$ cat config.mk
export PLATFORM = sky130hd
export DESIGN_NAME = key_action_edge_doubleclick_detector
export DESIGN_NICKNAME = d
export VERILOG_FILES = /design/src/rtl/kdc_pkg.sv /design/src/rtl/kdc_ram.sv /design/src/rtl/kdc_update.sv /design/src/rtl/key_action_edge_doubleclick_detector.sv
export SDC_FILE = /design/constraint.sdc
export NUM_CORES = 1
export LEC_CHECK = 0
export CORE_ASPECT_RATIO = 0.7
export CORE_MARGIN = 1
export CORE_UTILIZATION = 35
export CTS_CLUSTER_DIAMETER = 120
export DETAILED_ROUTE_END_ITERATION = 16
export DONT_BUFFER_PORTS = 1
export GPL_ROUTABILITY_DRIVEN = 0
export PLACE_DENSITY = 0.56
export SLEW_MARGIN = 20
export SYNTH_ARGS = -nofsm -noshare
export SYNTH_HDL_FRONTEND = slang
export SYNTH_SLANG_ARGS = --single-unit
export TNS_END_PERCENT = 1
$ cat constraint.sdc
create_clock -name clk_i -period 9 [get_ports clk_i]
set_clock_uncertainty 0.05 [all_clocks]
set_input_delay 1.8 -clock clk_i [delete_from_list [all_inputs] [get_ports clk_i]]
set_output_delay 1.8 -clock clk_i [all_outputs]
set_load 0.03 [all_outputs]
$ cat src/rtl/kdc_pkg.sv
// Package for the key action edge and double-click detector.
// Holds the word types, per-slot state entry, configuration record and codes.
// Has no dependencies.
package kdc_pkg;

  localparam int unsigned SLOTS     = 16;
  localparam int unsigned SLOT_W    = 4;
  localparam int unsigned TIME_BITS = 32;
  localparam int unsigned CFG_W     = 32;
  localparam int unsigned CFG_IDX_W = 3;

  localparam logic [TIME_BITS-1:0] WINDOW_RESET = TIME_BITS'(500);

  typedef enum logic [1:0] {
    MODE_PRESS   = 2'd0,
    MODE_RELEASE = 2'd1,
    MODE_DOUBLE  = 2'd2,
    MODE_HOLD    = 2'd3
  } kdc_mode_e;

  typedef enum logic [1:0] {
    PH_IDLE  = 2'd0,
    PH_ARMED = 2'd1,
    PH_USED  = 2'd2
  } kdc_phase_e;

  typedef enum logic [CFG_IDX_W-1:0] {
    REG_ENABLE = 3'd0,
    REG_MODES  = 3'd1,
    REG_BOUND  = 3'd2,
    REG_WINDOW = 3'd3
  } kdc_reg_e;

  typedef struct packed {
    logic [SLOT_W-1:0]    slot;
    logic                 key_down;
    logic [TIME_BITS-1:0] now;
  } kdc_in_t;

  typedef struct packed {
    logic              fire;
    logic [SLOT_W-1:0] slot_out;
  } kdc_out_t;

  typedef struct packed {
    logic                 pressed;
    kdc_phase_e           phase;
    logic [TIME_BITS-1:0] rtime;
  } kdc_entry_t;

  localparam int unsigned ENTRY_W = $bits(kdc_entry_t);

  typedef struct packed {
    logic                   enable;
    logic [2*SLOTS-1:0]     modes;
    logic [SLOTS-1:0]       bound;
    logic [TIME_BITS-1:0]   window;
  } kdc_cfg_t;

  typedef struct packed {
    logic we;
    logic fire;
  } kdc_upd_t;

endpackage

$ cat src/rtl/kdc_ram.sv
// Generic single-write, single-read RAM with a registered read port.
// Standalone; has no package dependency.
module kdc_ram #(
  parameter int unsigned WIDTH = 8,
  parameter int unsigned DEPTH = 16
) (
  input  logic                     clk_i,
  input  logic                     we_i,
  input  logic [$clog2(DEPTH)-1:0] waddr_i,
  input  logic [WIDTH-1:0]         wdata_i,
  input  logic                     re_i,
  input  logic [$clog2(DEPTH)-1:0] raddr_i,
  output logic [WIDTH-1:0]         rdata_o
);

  logic [WIDTH-1:0] mem_q [DEPTH];
  logic [WIDTH-1:0] rdata_q;

  always_ff @(posedge clk_i) begin
    if (we_i) begin
      mem_q[waddr_i] <= wdata_i;
    end
    if (re_i) begin
      rdata_q <= mem_q[raddr_i];
    end
  end

  assign rdata_o = rdata_q;

endmodule

$ cat src/rtl/kdc_update.sv
// Per-slot edge and double-click decision for one sampled word.
// Depends on kdc_pkg for the entry, configuration and word types.
module kdc_update (
  input  kdc_pkg::kdc_cfg_t   cfg_i,
  input  kdc_pkg::kdc_in_t    item_i,
  input  kdc_pkg::kdc_entry_t entry_i,
  output kdc_pkg::kdc_entry_t entry_o,
  output kdc_pkg::kdc_upd_t   upd_o
);
  import kdc_pkg::*;

  kdc_mode_e            mode;
  logic [TIME_BITS-1:0] diff;

  assign mode = kdc_mode_e'(cfg_i.modes[{item_i.slot, 1'b0} +: 2]);
  assign diff = item_i.now - entry_i.rtime;

  always_comb begin
    entry_o    = entry_i;
    upd_o.we   = 1'b0;
    upd_o.fire = 1'b0;
    if (cfg_i.enable && cfg_i.bound[item_i.slot]) begin
      unique case (mode)
        MODE_HOLD: begin
          upd_o.fire = item_i.key_down;
        end
        MODE_PRESS, MODE_RELEASE, MODE_DOUBLE: begin
          upd_o.we = 1'b1;
          if (item_i.key_down) begin
            if (mode == MODE_PRESS && !entry_i.pressed) begin
              upd_o.fire = 1'b1;
            end
            if (mode == MODE_DOUBLE && entry_i.phase == PH_ARMED) begin
              if (diff < cfg_i.window) begin
                upd_o.fire    = 1'b1;
                entry_o.phase = PH_USED;
              end else begin
                entry_o.phase = PH_IDLE;
              end
            end
            entry_o.pressed = 1'b1;
          end else if (entry_i.pressed) begin
            if (mode == MODE_RELEASE) begin
              upd_o.fire = 1'b1;
            end
            if (mode == MODE_DOUBLE) begin
              if (entry_i.phase == PH_IDLE) begin
                entry_o.phase = PH_ARMED;
                entry_o.rtime = item_i.now;
              end else if (entry_i.phase != PH_ARMED) begin
                entry_o.phase = PH_IDLE;
              end
            end
            entry_o.pressed = 1'b0;
          end
        end
      endcase
    end
  end

endmodule

$ cat src/rtl/key_action_edge_doubleclick_detector.sv
// Key action edge and double-click detector, top level.
// Words are registered in stage 1, then at the output; one word per cycle
// unless the output stalls, set by the single read and write port of the
// slot state RAM; same-slot words back to back use forwarding. Reset loads
// the default configuration and clears pipeline valids and per-slot valid
// bits, so every slot reads as released and idle until first written.
module key_action_edge_doubleclick_detector (
  input  logic                               clk_i,
  input  logic                               rst_ni,
  input  logic                               in_valid_i,
  output logic                               in_stall_o,
  input  kdc_pkg::kdc_in_t                   in_word_i,
  output logic                               out_valid_o,
  input  logic                               out_stall_i,
  output kdc_pkg::kdc_out_t                  out_word_o,
  input  logic                               cfg_valid_i,
  output logic                               cfg_ready_o,
  input  logic [kdc_pkg::CFG_IDX_W-1:0]      cfg_index_i,
  input  logic [kdc_pkg::CFG_W-1:0]          cfg_data_i
);
  import kdc_pkg::*;

  kdc_cfg_t             cfg_q, cfg_d;
  logic                 s1_vld_q, s1_vld_d;
  kdc_in_t              s1_item_q;
  logic                 fwd_hit_q;
  kdc_entry_t           fwd_q;
  logic [SLOTS-1:0]     valid_q, valid_d;
  logic                 out_vld_q, out_vld_d;
  kdc_out_t             out_q;

  logic                 accept;
  logic                 out_free;
  logic                 s1_adv;
  logic                 wr_en;
  logic [ENTRY_W-1:0]   ram_rdata;
  kdc_entry_t           entry_cur;
  kdc_entry_t           entry_nxt;
  kdc_upd_t             upd;

  assign cfg_ready_o = 1'b1;

  always_comb begin
    cfg_d = cfg_q;
    if (cfg_valid_i) begin
      unique case (kdc_reg_e'(cfg_index_i))
        REG_ENABLE: cfg_d.enable = cfg_data_i[0];
        REG_MODES:  cfg_d.modes  = cfg_data_i[2*SLOTS-1:0];
        REG_BOUND:  cfg_d.bound  = cfg_data_i[SLOTS-1:0];
        REG_WINDOW: cfg_d.window = cfg_data_i[TIME_BITS-1:0];
        default: ;
      endcase
    end
  end

  assign out_free   = !out_vld_q || !out_stall_i;
  assign in_stall_o = s1_vld_q && !out_free;
  assign accept     = in_valid_i && !in_stall_o;
  assign s1_adv     = s1_vld_q && out_free;
  assign wr_en      = s1_adv && upd.we;

  kdc_ram #(
    .WIDTH (ENTRY_W),
    .DEPTH (SLOTS)
  ) u_state_ram (
    .clk_i   (clk_i),
    .we_i    (wr_en),
    .waddr_i (s1_item_q.slot),
    .wdata_i (entry_nxt),
    .re_i    (accept),
    .raddr_i (in_word_i.slot),
    .rdata_o (ram_rdata)
  );

  always_comb begin
    if (fwd_hit_q) begin
      entry_cur = fwd_q;
    end else if (valid_q[s1_item_q.slot]) begin
      entry_cur = kdc_entry_t'(ram_rdata);
    end else begin
      entry_cur = '0;
    end
  end

  kdc_update u_update (
    .cfg_i   (cfg_q),
    .item_i  (s1_item_q),
    .entry_i (entry_cur),
    .entry_o (entry_nxt),
    .upd_o   (upd)
  );

  always_comb begin
    valid_d = valid_q;
    if (wr_en) begin
      valid_d[s1_item_q.slot] = 1'b1;
    end
    s1_vld_d = s1_vld_q;
    if (accept) begin
      s1_vld_d = 1'b1;
    end else if (s1_adv) begin
      s1_vld_d = 1'b0;
    end
    out_vld_d = out_vld_q;
    if (out_free) begin
      out_vld_d = s1_vld_q;
    end
  end

  always_ff @(posedge clk_i or negedge rst_ni) begin
    if (!rst_ni) begin
      cfg_q.enable <= 1'b1;
      cfg_q.modes  <= '0;
      cfg_q.bound  <= '0;
      cfg_q.window <= WINDOW_RESET;
      valid_q      <= '0;
      s1_vld_q     <= 1'b0;
      out_vld_q    <= 1'b0;
      fwd_hit_q    <= 1'b0;
    end else begin
      cfg_q     <= cfg_d;
      valid_q   <= valid_d;
      s1_vld_q  <= s1_vld_d;
      out_vld_q <= out_vld_d;
      if (accept) begin
        fwd_hit_q <= wr_en && (s1_item_q.slot == in_word_i.slot);
      end
    end
  end

  always_ff @(posedge clk_i) begin
    if (accept) begin
      s1_item_q <= in_word_i;
      fwd_q     <= entry_nxt;
    end
    if (s1_adv) begin
      out_q.fire     <= upd.fire;
      out_q.slot_out <= s1_item_q.slot;
    end
  end

  assign out_valid_o = out_vld_q;
  assign out_word_o  = out_q;

endmodule

==> key figures, run 1 <==
Routing
  • DR DRC count: 0
  • DR vias: 15830
  • Iteration-0 DRC Markers: 1733
  • Vias/cell: 5.388
  • ANT nets after route: 0
  • DR WL/cell: 26.91 um
  • Pre-Repair DR Iteration Count: 5
  • Drt total wl: 79.07 mm

Finish
  • Fin nets: 1804
  • Reg area: 22690 um2
  • Final core occ: 0.4039
  • Fillers: 7891
  • Share of layout cells above drive strength 1: 0.2914
  • Multi-input gate area: 8763 um2
  • Synth-to-Final Area Change: 13.31%

Timing
  • Final Critical Period: 8.172 ns
  • Period utilisation layout: 0.9081
  • Final setup viols: 0
  • Worst Tran Pin Value: 1.068 ns
  • Fmax: 122.4 MHz
  • Max Slew Vio Count: 0
  • Final TNS setup: 0 ns
  • RSZ-0062 raised after global routing: no
  • Max-slew headroom: 0.2880
  • Final Hold Violating Endpoints: 0

Yosys
  • Asr flop ratio synth: 0.1295
  • Ranking of synthesized cells by area: edfxtp_1 (64%), mux4_2 (14%), dfrtp_1 (7.3%)
  • Mapped Cells: 1624
  • Post-synth top area share: 0.6367
  • Sequential share of the synthesized area: 0.7159
  • Synthesis Warnings: 0
  • Number of enable flip-flop cells after synthesis: 672
  • Avg Cell Area, Syn: 19.52 um2
  • Ys flop type: edfxtp_1
  • Post-Syn Nets: 1764
  • Number of distinct library cells after synthesis: 63
  • Seq cells post-synth: 772
  • Dominant cell type by area after synthesis: edfxtp_1
  • Mapped cell area: 31690 um2

Place
  • Port Buffers: 0
  • Dpl hpwl: 45.88 mm

Global routing
  • Total grt overflow: 0
  • First-pass GRT wire length: 114.1 mm
  • Total Routing Usage GR: 0.1738
  • Vias in the first global route: 15980
  • Initial antenna violation count: 18
  • Largest net degree at the start of global routing: 143

Floorplan
  • Rows: 91
  • Initial Utilization: 0.3564
  • Die Height: 253.8 um
  • Core Box Area: 88920 um2
  • Die span in x: 361.7 um
  • Ports: 85
  • Die area: 91780 um2

Setup path
  • Reg2reg path depth: 24
  • FF-to-FF Start: s1_item_q[35]
  • CP endpoint kind: flop
  • Reg-to-reg endpoint: u_state_ram.mem_q[1][33]
  • Req. time, crit path: 9.23 ns
  • Crit path DAT: 8.40 ns
  • Reg-to-reg slack, setup: 0.83 ns
  • CP startpoint kind: flop
  • Crit Path Category: flop to flop
  • Max Fanout on Critical Path: 18

CTS
  • Total CTS buffers: 78
  • Post-cts repair resize count: 0
  • CTS hold repair buffers: 0
  • Root Driver: clkbuf_16
  • Skew-Pair Late Insertion Delay: 0.66 ns
  • Worst-path clk slew: 0.06 ns
  • CTS sink cnt: 772
  • Longest Clk Path Bufs: 3
  • CTS tree: done
  • Post-CTS Setup Inserts: 0
  • H-tree level count: 3

Power and ir drop
  • Clock power frac: 0.375
  • Switching share of power: 0.2453
  • Static Leakage: 12.17 nW
  • Pwr dens: 237.8 nW/um2
  • Psw: 2.094 mW
  • Combinational share of power: 0.123
  • Internal power consumption: 6.445 mW
  • VDD IR-drop max: 0.1390 mV
  • Seq pwr share: 0.502

Outcome
  • Run status: completed

Min path
  • Hold Path Class: flop to flop
  • WHS Endpoint: valid_q[12]
  • Hold Path Depth: 1
  • Hold wc startpoint: valid_q[12]

Job
  • Maxcap violations: 0
-- power by group through the flow --
stage	clock network [mW]	logic [mW]	registers (mW)
floorplan	0	0.795	4.32
global placement	0	1.02	4.36
detailed placement	0	1.04	4.36
CTS	3.27	1.05	4.29
global route	3.40	1.17	4.30
finish	3.20	1.05	4.28
-- state kept, by name, indices dropped and copies added, names as in the netlist, 5 cells and up --
register / count
s1_item_q: 37
fwd_q: 35
cfg_q: 81
out_word_o: 5
valid_q: 16
u_state_ram.rdata_o: 35
u_state_ram.mem_q: 560
-- cell type report --
type / instances / area share
Clock buffer: 98 / 0.05846
Clock inverter: 44 / 0.01199
Antenna cell: 3 / 0.0002090
Inverter: 42 / 0.004529
Timing Repair Buffer: 32 / 0.006794
Multi-Input combinational cell: 738 / 0.2440
Sequential cell: 772 / 0.6319
Tap cell: 1209 / 0.04212
-- metrics by stage --
stage	cell area, um2	worst slack [ns]	hold WS, ns	total power [mW]	std cells
floorplan	31690	2.298	0.3755	5.112	1624
global placement	33260	1.232	0.4030	5.370	2792
detailed placement	33270	0.9618	0.4006	5.400	2792
CTS	35800	0.8851	0.4162	8.602	2934
global route	35900	0.3019	0.4326	8.868	2935
finish	35910	0.8275	0.4133	8.539	2938
-- cells in the final DEF (no fill, tap or decap), types with 24 or more instances in the layout --
| master | count |
|---|---|
| a21oi_2 | 26 |
| mux2_2 | 83 |
| inv_1 | 41 |
| ha_1 | 62 |
| clkbuf_16 | 80 |
| buf_4 | 31 |
| nand2_1 | 27 |
| a21oi_1 | 40 |
| a22oi_1 | 31 |
| mux4_2 | 195 |
| xnor2_1 | 24 |
| edfxtp_1 | 672 |
| dfrtp_1 | 92 |
| nor2_1 | 57 |
-- logic make-up after synthesis --
group,count (synthesis),synth area share
adders and majority gates,63,0.02511
xor gates and xnor gates,32,0.008843
AOI/OAI and AO/OA,194,0.04007
DFF,772,0.7159
muxes,279,0.1685
and+or+nand+nor,169,0.02590
buffers and inverters,114,0.01551
other,1,0.0001183
-- worst max-delay path by stage --
stage / cells after the start / slack (ns) / endpoint / startpoint
after detailed placement: 24 / 0.96 / u_state_ram.mem_q[13][33] / s1_item_q[35]
after CTS: 24 / 0.89 / u_state_ram.mem_q[1][33] / s1_item_q[35]
final: 24 / 0.83 / u_state_ram.mem_q[1][33] / s1_item_q[35]
after global placement: 24 / 1.23 / u_state_ram.mem_q[12][33] / s1_item_q[35]
after global routing: 24 / 0.30 / u_state_ram.mem_q[4][33] / s1_item_q[35]
after floorplan: 27 / 2.30 / fwd_q[33] / s1_item_q[35]
-- synthesized netlist by cell type (3+ instances only) --
| library cell | instances |
|---|---|
| a21oi_1 | 65 |
| buf_4 | 4 |
| dfstp_2 | 7 |
| or3_1 | 5 |
| nor3_1 | 10 |
| o21a_1 | 6 |
| inv_1 | 42 |
| a31oi_1 | 4 |
| clkbuf_1 | 43 |
| nor2b_1 | 8 |
| xnor2_1 | 24 |
| ha_1 | 62 |
| xor2_1 | 8 |
| o21bai_1 | 5 |
| nand4_1 | 6 |
| nor2_1 | 69 |
| a211oi_1 | 4 |
| mux4_2 | 195 |
| dfrtp_1 | 93 |
| and2_1 | 3 |
| o21ai_0 | 23 |
| or2_2 | 16 |
| a311o_1 | 3 |
| a21o_1 | 23 |
| nand2_1 | 27 |
| buf_6 | 6 |
| a22o_1 | 3 |
| buf_1 | 16 |
| edfxtp_1 | 672 |
| mux2_2 | 83 |
| o211ai_1 | 3 |
| a22oi_1 | 31 |
| nand3_1 | 7 |
| nand2b_1 | 7 |
-- layer usage --
metal	global-route usage	part of all wire	wire length [um]
met3	0.03840	0.066	5212
met5	0	0.00092	73
met2	0.2570	0.44	35090
met4	0.04528	0.023	1841
met1	0.2584	0.47	36860
-- worst max-delay path: stages (launching register included) --
cell	delay [ns]
edfxtp_1	0.88
mux4_2	0.58
mux4_2	0.53
nor2b_4	0.24
a22oi_1	0.26
ha_1	0.35
a21o_1	0.21
a21o_1	0.20
a2111oi_0	0.67
o31ai_1	0.19
o21ai_0	0.38
o21bai_1	0.16
or3_1	0.33
a31o_2	0.24
xor2_1	0.15
ha_1	0.27
nand4_1	0.10
nor2_1	0.06
nand3_1	0.09
or3_1	0.15
o211ai_1	0.11
or3_1	0.38
a311oi_1	0.36
a21oi_1	0.13
nor2_1	0.75
Power figures use the tool's default switching activity.
==> run 2: changes to the inputs <==
--- a/config.mk
+++ b/config.mk
@@ -7,2 +7,3 @@
 export LEC_CHECK = 0
+export BUFFER_PORTS_ARGS = -buffer_cell sky130_fd_sc_hd__buf_2
 export CORE_ASPECT_RATIO = 0.7
@@ -12,5 +13,5 @@
 export DETAILED_ROUTE_END_ITERATION = 16
-export DONT_BUFFER_PORTS = 1
 export GPL_ROUTABILITY_DRIVEN = 0
-export PLACE_DENSITY = 0.56
+export PLACE_DENSITY = 0.57
+export REMOVE_ABC_BUFFERS = 1
 export SLEW_MARGIN = 20
==> constraint.sdc (replaced) <==
create_clock -name clk_i -period 9 [get_ports clk_i]
set_clock_uncertainty 0.05 [all_clocks]
set_input_delay 0.45 -clock clk_i [delete_from_list [all_inputs] [get_ports clk_i]]
set_output_delay 0.45 -clock clk_i [all_outputs]
set_load 0.03 [all_outputs]
==> key figures, run 2 (same netlist as run 1, synthesis figures left out) <==
Routing
  • DR WL/cell: 26.64 um (-1.0%)
  • DR vias: 16360 (+3.4%)
  • DR DRC count: 0 (unchanged)
  • Vias/cell: 5.365 (-0.43%)
  • Drt total wl: 81.25 mm (+2.7%)
  • Iteration-0 DRC Markers: 1574 (-9.2%)
  • Pre-Repair DR Iteration Count: 5 (unchanged)
  • ANT nets after route: 0 (unchanged)

Finish
  • Fin nets: 1920 (+6.4%)
  • Biggest register: u_state_ram.mem_q
  • ANT cells: 0 (-3)
  • Commonest cells after routing, fill and taps aside: edfxtp_1 (672), mux4_2 (195), dfrtp_1 (92)
  • Fillers: 7892 (+0.013%)
  • Number of flip-flops in the largest register: 560 (unchanged)
  • Share of layout cells above drive strength 1: 0.3167 (+0.02525)
  • Top flop regs: u_state_ram.mem_q: 560 flops, cfg_q: 81 flops, s1_item_q: 37 flops
  • Non-filler cells, final: 3050 (+3.8%)
  • Synth-to-Final Area Change: 15.54%
  • Most common cell after layout, fill and taps aside: edfxtp_1
  • Final core occ: 0.4118 (+0.007949)

Timing
  • Fmax: 119.4 MHz (-2.4%)
  • Worst Tran Pin Value: 1.038 ns (-0.03049 ns)
  • RSZ-0062 raised after global routing: no
  • Final TNS setup: 0 ns (unchanged)
  • Final setup viols: 0 (unchanged)
  • Max-slew headroom: 0.3083 (+0.02033)
  • Max Slew Vio Count: 0 (unchanged)
  • Period utilisation layout: 0.9306 (+0.02252)
  • Final Critical Period: 8.375 ns (+0.2027 ns)
  • Final Hold Violating Endpoints: 0 (unchanged)

CTS
  • Post-CTS Setup Inserts: 0 (unchanged)
  • Skew-Pair Late Insertion Delay: 0.64 ns (-0.02 ns)
  • Root Driver: clkbuf_16
  • H-tree level count: 3 (unchanged)
  • Longest Clk Path Bufs: 3 (unchanged)
  • CTS tree: done
  • CTS sink cnt: 772 (unchanged)
  • Total CTS buffers: 76 (-2.6%)
  • Worst-path clk slew: 0.06 ns (about the same)

Floorplan
  • Core Box Area: 88920 um2 (unchanged)
  • Rows: 91 (unchanged)
  • Die span in x: 361.7 um (unchanged)
  • Die area: 91780 um2 (unchanged)
  • Ports: 85 (unchanged)
  • Die Height: 253.8 um (unchanged)
  • Initial Utilization: 0.3564 (unchanged)

Global routing
  • Initial antenna violation count: 3 (-15)
  • Vias in the first global route: 16680 (+4.4%)
  • Largest net degree at the start of global routing: 80 (-44%)
  • Total grt overflow: 0 (unchanged)
  • Total Routing Usage GR: 0.1798 (+0.006032)
  • First-pass GRT wire length: 118.1 mm (+3.5%)

Power and ir drop
  • VDD IR-drop max: 0.1180 mV (-15%)
  • Static Leakage: 12.61 nW (+3.6%)
  • Pwr dens: 234.9 nW/um2 (-1.2%)

Place
  • Dpl hpwl: 46.77 mm (+1.9%)
  • Placed cells: 2874 (+2.9%)
  • Port Buffers: 83 (+83)

Setup path
  • Req. time, crit path: 9.25 ns (+0.02 ns)
  • Crit Path Category: flop to flop
  • Max Fanout on Critical Path: 22 (+4)
  • CP startpoint kind: flop
  • Crit path DAT: 8.62 ns (+0.22 ns)
  • CP endpoint kind: flop

Min path
  • Hold Path Class: input port to flop

Job
  • Maxcap violations: 0 (unchanged)

Outcome
  • Run status: completed
-- run 2: path summary, 6_finish.rpt --
path                                 from                        to  slack [ns]  depth (start not counted)
min in group asynchronous          rst_ni               out_valid_o        0.30                          2
setup / recovery            s1_item_q[35]  u_state_ram.mem_q[1][33]        0.62                         25
max in group asynchronous          rst_ni                 fwd_hit_q        7.38                          3
hold / removal             cfg_data_i[23]                 cfg_q[71]        0.04                          2
setup reg to reg            s1_item_q[35]  u_state_ram.mem_q[1][33]        0.62                         25
hold reg to reg               valid_q[15]               valid_q[15]        0.42                          1
-- run 2: final cells by class --
cell class              count  area (um2)  share of cell area
repair buffers            150        1045             0.02853
multi-input cells         738        8778              0.2397
well taps                1209        1513             0.04131
inverters                  42       160.2            0.004374
flip-flops and latches    772       22690              0.6197
clock buffers             105        2126             0.05805
clock inverters            34       305.3            0.008337
-- run 2: worst max-delay path: stages, from the launching register on --
cell       delay (ns)
edfxtp_1         0.87
mux4_2           0.36
mux4_2           0.28
nor2b_4          0.69
buf_4            0.36
a22oi_1          0.14
ha_1             0.31
a21o_1           0.18
a21o_1           0.20
a2111oi_0        0.82
o31ai_1          0.20
o21ai_0          0.35
o21bai_1         0.16
or3_1            0.32
a31o_2           0.24
xor2_1           0.15
ha_1             0.28
nand4_1          0.09
nor2_1           0.06
nand3_1          0.11
or3_1            0.15
o211ai_1         0.09
or3_1            0.36
a311oi_1         0.34
a21oi_1          0.12
nor2_1           0.74
-- run 2: layer usage --
metal / vias to the layer above / share of wire / track usage
met5: - / 0.00016 / 0
met4: 2 / 0.016 / 0.03801
met3: 102 / 0.068 / 0.04304
met2: 533 / 0.44 / 0.2666
met1: 8798 / 0.47 / 0.2681
li1: 6927 / - / -
-- run 2: repair_timing --
item / in CTS / in global routing
hold buffers: 36 / 0
resized for setup: 0 / 0
endpoints found under the hold margin: 74 / 0
-- run 2: stage by stage --
stage | instance area (um2) | power, mW | setup WS [ns] | hold WS, ns
floorplan | 31360 | 5.079 | 1.631 | 0.1044
global placement | 33700 | 5.483 | 1.213 | 0.4065
detailed placement | 33700 | 5.518 | 0.7987 | 0.4036
CTS | 36490 | 8.661 | 0.7927 | 0.005090
global route | 36620 | 8.939 | 0.07256 | 0.01120
finish | 36620 | 8.601 | 0.6249 | 0.03675
-- run 2: power breakdown --
part	switching (mW)	internal (mW)	total, mW
clock network	1.35	1.78	3.13
logic	0.709	0.484	1.19
registers	0.0853	4.19	4.28
total	2.15	6.45	8.60
==> run 3: changes to the inputs <==
- PLACE_DENSITY: 0.57 -> unset
- REMOVE_ABC_BUFFERS: 1 -> unset
==> key figures, run 3 (same netlist as run 1, synthesis figures left out) <==
Finish
  • Top flop regs: u_state_ram.mem_q: 560 flops, cfg_q: 81 flops, s1_item_q: 37 flops
  • Most common cell after layout, fill and taps aside: edfxtp_1
  • Design area: 36580 um2 (-0.11%)
  • Multi-input gate area: 8763 um2 (-0.17%)
  • Reg area: 22690 um2 (unchanged)
  • Non-filler cells, final: 3053 (+0.098%)
  • Share of layout cells above drive strength 1: 0.3169 (about the same)
  • Synth-to-Final Area Change: 15.42%
  • Fin nets: 1924 (+0.21%)
  • Final core occ: 0.4114 (-0.0004360)
  • Fillers: 7860 (-0.41%)
  • Biggest register: u_state_ram.mem_q
  • Number of flip-flops in the largest register: 560 (unchanged)
  • Commonest cells after routing, fill and taps aside: edfxtp_1 (672), mux4_2 (195), dfrtp_1 (92)

Setup path
  • Crit Path Category: flop to flop
  • Max incr delay on CP: 0.88 ns (about the same)
  • CP startpoint kind: flop
  • Crit path max-delay family: compound AO/OA/AOI/OAI gates
  • CP endpoint kind: flop
  • CP Cell Sequence: mux4_2 > mux4_2 > nor2b_4 > a22oi_1 > ha_1 > a21o_1 > a21o_1 > a2111oi_0 > o31ai_1 > o21ai_0 > o21bai_1 > or3_1 > a31o_2 > xor2_1 > ha_1 > nand4_1 > nor2_1 > nand3_1 > or3_1 > o211ai_1 > or3_1 > a311oi_1 > a21oi_1 > nor2_1
  • Req. time, crit path: 9.24 ns (about the same)
  • Cell at the slowest stage of the critical path: edfxtp_1
  • Max Fanout on Critical Path: 23 (+4.5%)
  • Cell mode on critical path: or3_1
  • Crit path DAT: 8.39 ns (-0.23 ns)
  • WP buf/inv: 0 (-1)

CTS
  • H-tree level count: 3 (unchanged)
  • CTS sink cnt: 772 (unchanged)
  • Longest Clk Path Bufs: 3 (unchanged)
  • Root Driver: clkbuf_16
  • Post-cts repair resize count: 0 (unchanged)
  • Skew-Pair Late Insertion Delay: 0.64 ns (about the same)
  • Post-CTS Setup Inserts: 0 (unchanged)
  • Worst-path clk slew: 0.06 ns (about the same)
  • CTS tree: done
  • Total CTS buffers: 74 (-2.6%)

Floorplan
  • Die area: 91780 um2 (unchanged)
  • Die span in x: 361.7 um (unchanged)
  • Initial Utilization: 0.3564 (unchanged)
  • Die Height: 253.8 um (unchanged)
  • Ports: 85 (unchanged)
  • Core Box Area: 88920 um2 (unchanged)
  • Rows: 91 (unchanged)

Power and ir drop
  • Total power: 8.530 mW (-0.83%)
  • Pwr dens: 233.2 nW/um2 (-0.72%)
  • Static Leakage: 12.61 nW (about the same)
  • VDD IR-drop max: 0.1240 mV (+5.1%)

Timing
  • Max Slew Vio Count: 0 (unchanged)
  • Final TNS setup: 0 ns (unchanged)
  • Period utilisation layout: 0.9059 (-0.02468)
  • Final Critical Period: 8.153 ns (-0.2221 ns)
  • Worst Tran Pin Value: 1.170 ns (+0.1325 ns)
  • RSZ-0062 raised after global routing: no
  • Final Hold Violating Endpoints: 0 (unchanged)
  • Max-slew headroom: 0.2098 (-0.09854)
  • Final setup viols: 0 (unchanged)
  • Fmax: 122.7 MHz (+2.7%)

Routing
  • Iteration-0 DRC Markers: 1693 (+7.6%)
  • Pre-Repair DR Iteration Count: 7 (+2)
  • DR DRC count: 0 (unchanged)
  • DR WL/cell: 26.14 um (-1.9%)
  • Vias/cell: 5.390 (+0.48%)
  • DR vias: 16460 (+0.57%)
  • ANT nets after route: 0 (unchanged)
  • Drt total wl: 79.82 mm (-1.8%)

Place
  • Placed instance area: 33730 um2 (about the same)
  • Placed cells: 2878 (+0.14%)
  • Port Buffers: 83 (unchanged)
  • Dpl hpwl: 45.28 mm (-3.2%)

Global routing
  • Largest net degree at the start of global routing: 82 (+2.5%)
  • Vias in the first global route: 16690 (+0.030%)
  • Total Routing Usage GR: 0.1756 (-0.004221)
  • Initial antenna violation count: 1 (-2)
  • First-pass GRT wire length: 115.9 mm (-1.9%)
  • Total grt overflow: 0 (unchanged)

Outcome
  • Run status: completed

Job
  • Maxcap violations: 0 (unchanged)

Min path
  • Hold Path Class: input port to flop
[run 3: cell count changes in the layout (fill, tap and decap cells not counted), sizes merged, moves of 2 or more]
cell,change
clkbuf,-11
buf,+6
clkinv,+5
inv,+2
[run 3: timing repair]
action | CTS | global route
endpoints found under the hold margin | 70 | 2
setup endpoints to repair | 0 | 0
hold buffers | 33 | 2
[run 3: final timing paths]
path                            slack (ns)           from  depth (start not counted)                       end
min in group asynchronous             0.30         rst_ni                          2                 cfg_q[51]
worst max register to register        0.85  s1_item_q[35]                         24  u_state_ram.mem_q[2][33]
max in group asynchronous             7.38         rst_ni                          3                 cfg_q[79]
worst min-delay path                  0.05  cfg_data_i[7]                          2                  cfg_q[7]
worst max-delay path                  0.85  s1_item_q[35]                         24  u_state_ram.mem_q[2][33]
worst min register to register        0.42    valid_q[12]                          1               valid_q[12]
[run 3: where the power goes]
group	internal, mW	switching, mW
Clock	1.72	1.36
Sequential	4.19	0.0885
Combinational	0.487	0.677
Total	6.40	2.13
[run 3: layout make-up]
class                           instances  area share
Clock inverter                         42     0.01006
Timing Repair Buffer                  156     0.02996
Tap cell                             1209     0.04135
Multi-Input combinational cell        738      0.2396
Clock buffer                           93     0.05428
Antenna cell                            1  0.00006841
Sequential cell                       772      0.6203
Inverter                               42    0.004378
[run 3: per-stage QoR]
| step | hold WS (ns) | setup WS, ns |
|---|---|---|
| after floorplan | 0.1044 | 2.298 |
| after global placement | 0.4019 | 1.277 |
| after detailed placement | 0.3993 | 1.049 |
| after CTS | 0.001520 | 0.9737 |
| after global routing | 0.01996 | 0.1677 |
| final | 0.05237 | 0.8470 |
[run 3: worst reg2reg max path, cell delays in order (launching register included)]
cell	delay (ns)
edfxtp_1	0.88
mux4_2	0.61
mux4_2	0.51
nor2b_4	0.25
a22oi_1	0.28
ha_1	0.35
a21o_1	0.21
a21o_1	0.20
a2111oi_0	0.67
o31ai_1	0.18
o21ai_0	0.36
o21bai_1	0.15
or3_1	0.33
a31o_2	0.24
xor2_1	0.14
ha_1	0.28
nand4_1	0.09
nor2_1	0.06
nand3_1	0.09
or3_1	0.13
o211ai_1	0.09
or3_1	0.35
a311oi_1	0.41
a21oi_1	0.13
nor2_1	0.75
[run 3: layer usage]
layer  GRT usage  routed length (um)  vias to the layer above
met4     0.04637                1580                        0
met2      0.2715               36740                      593
met1      0.2497               35840                     8813
li1            -                   -                     6945
met5           0                   0                        -
met3     0.04044                5661                      105
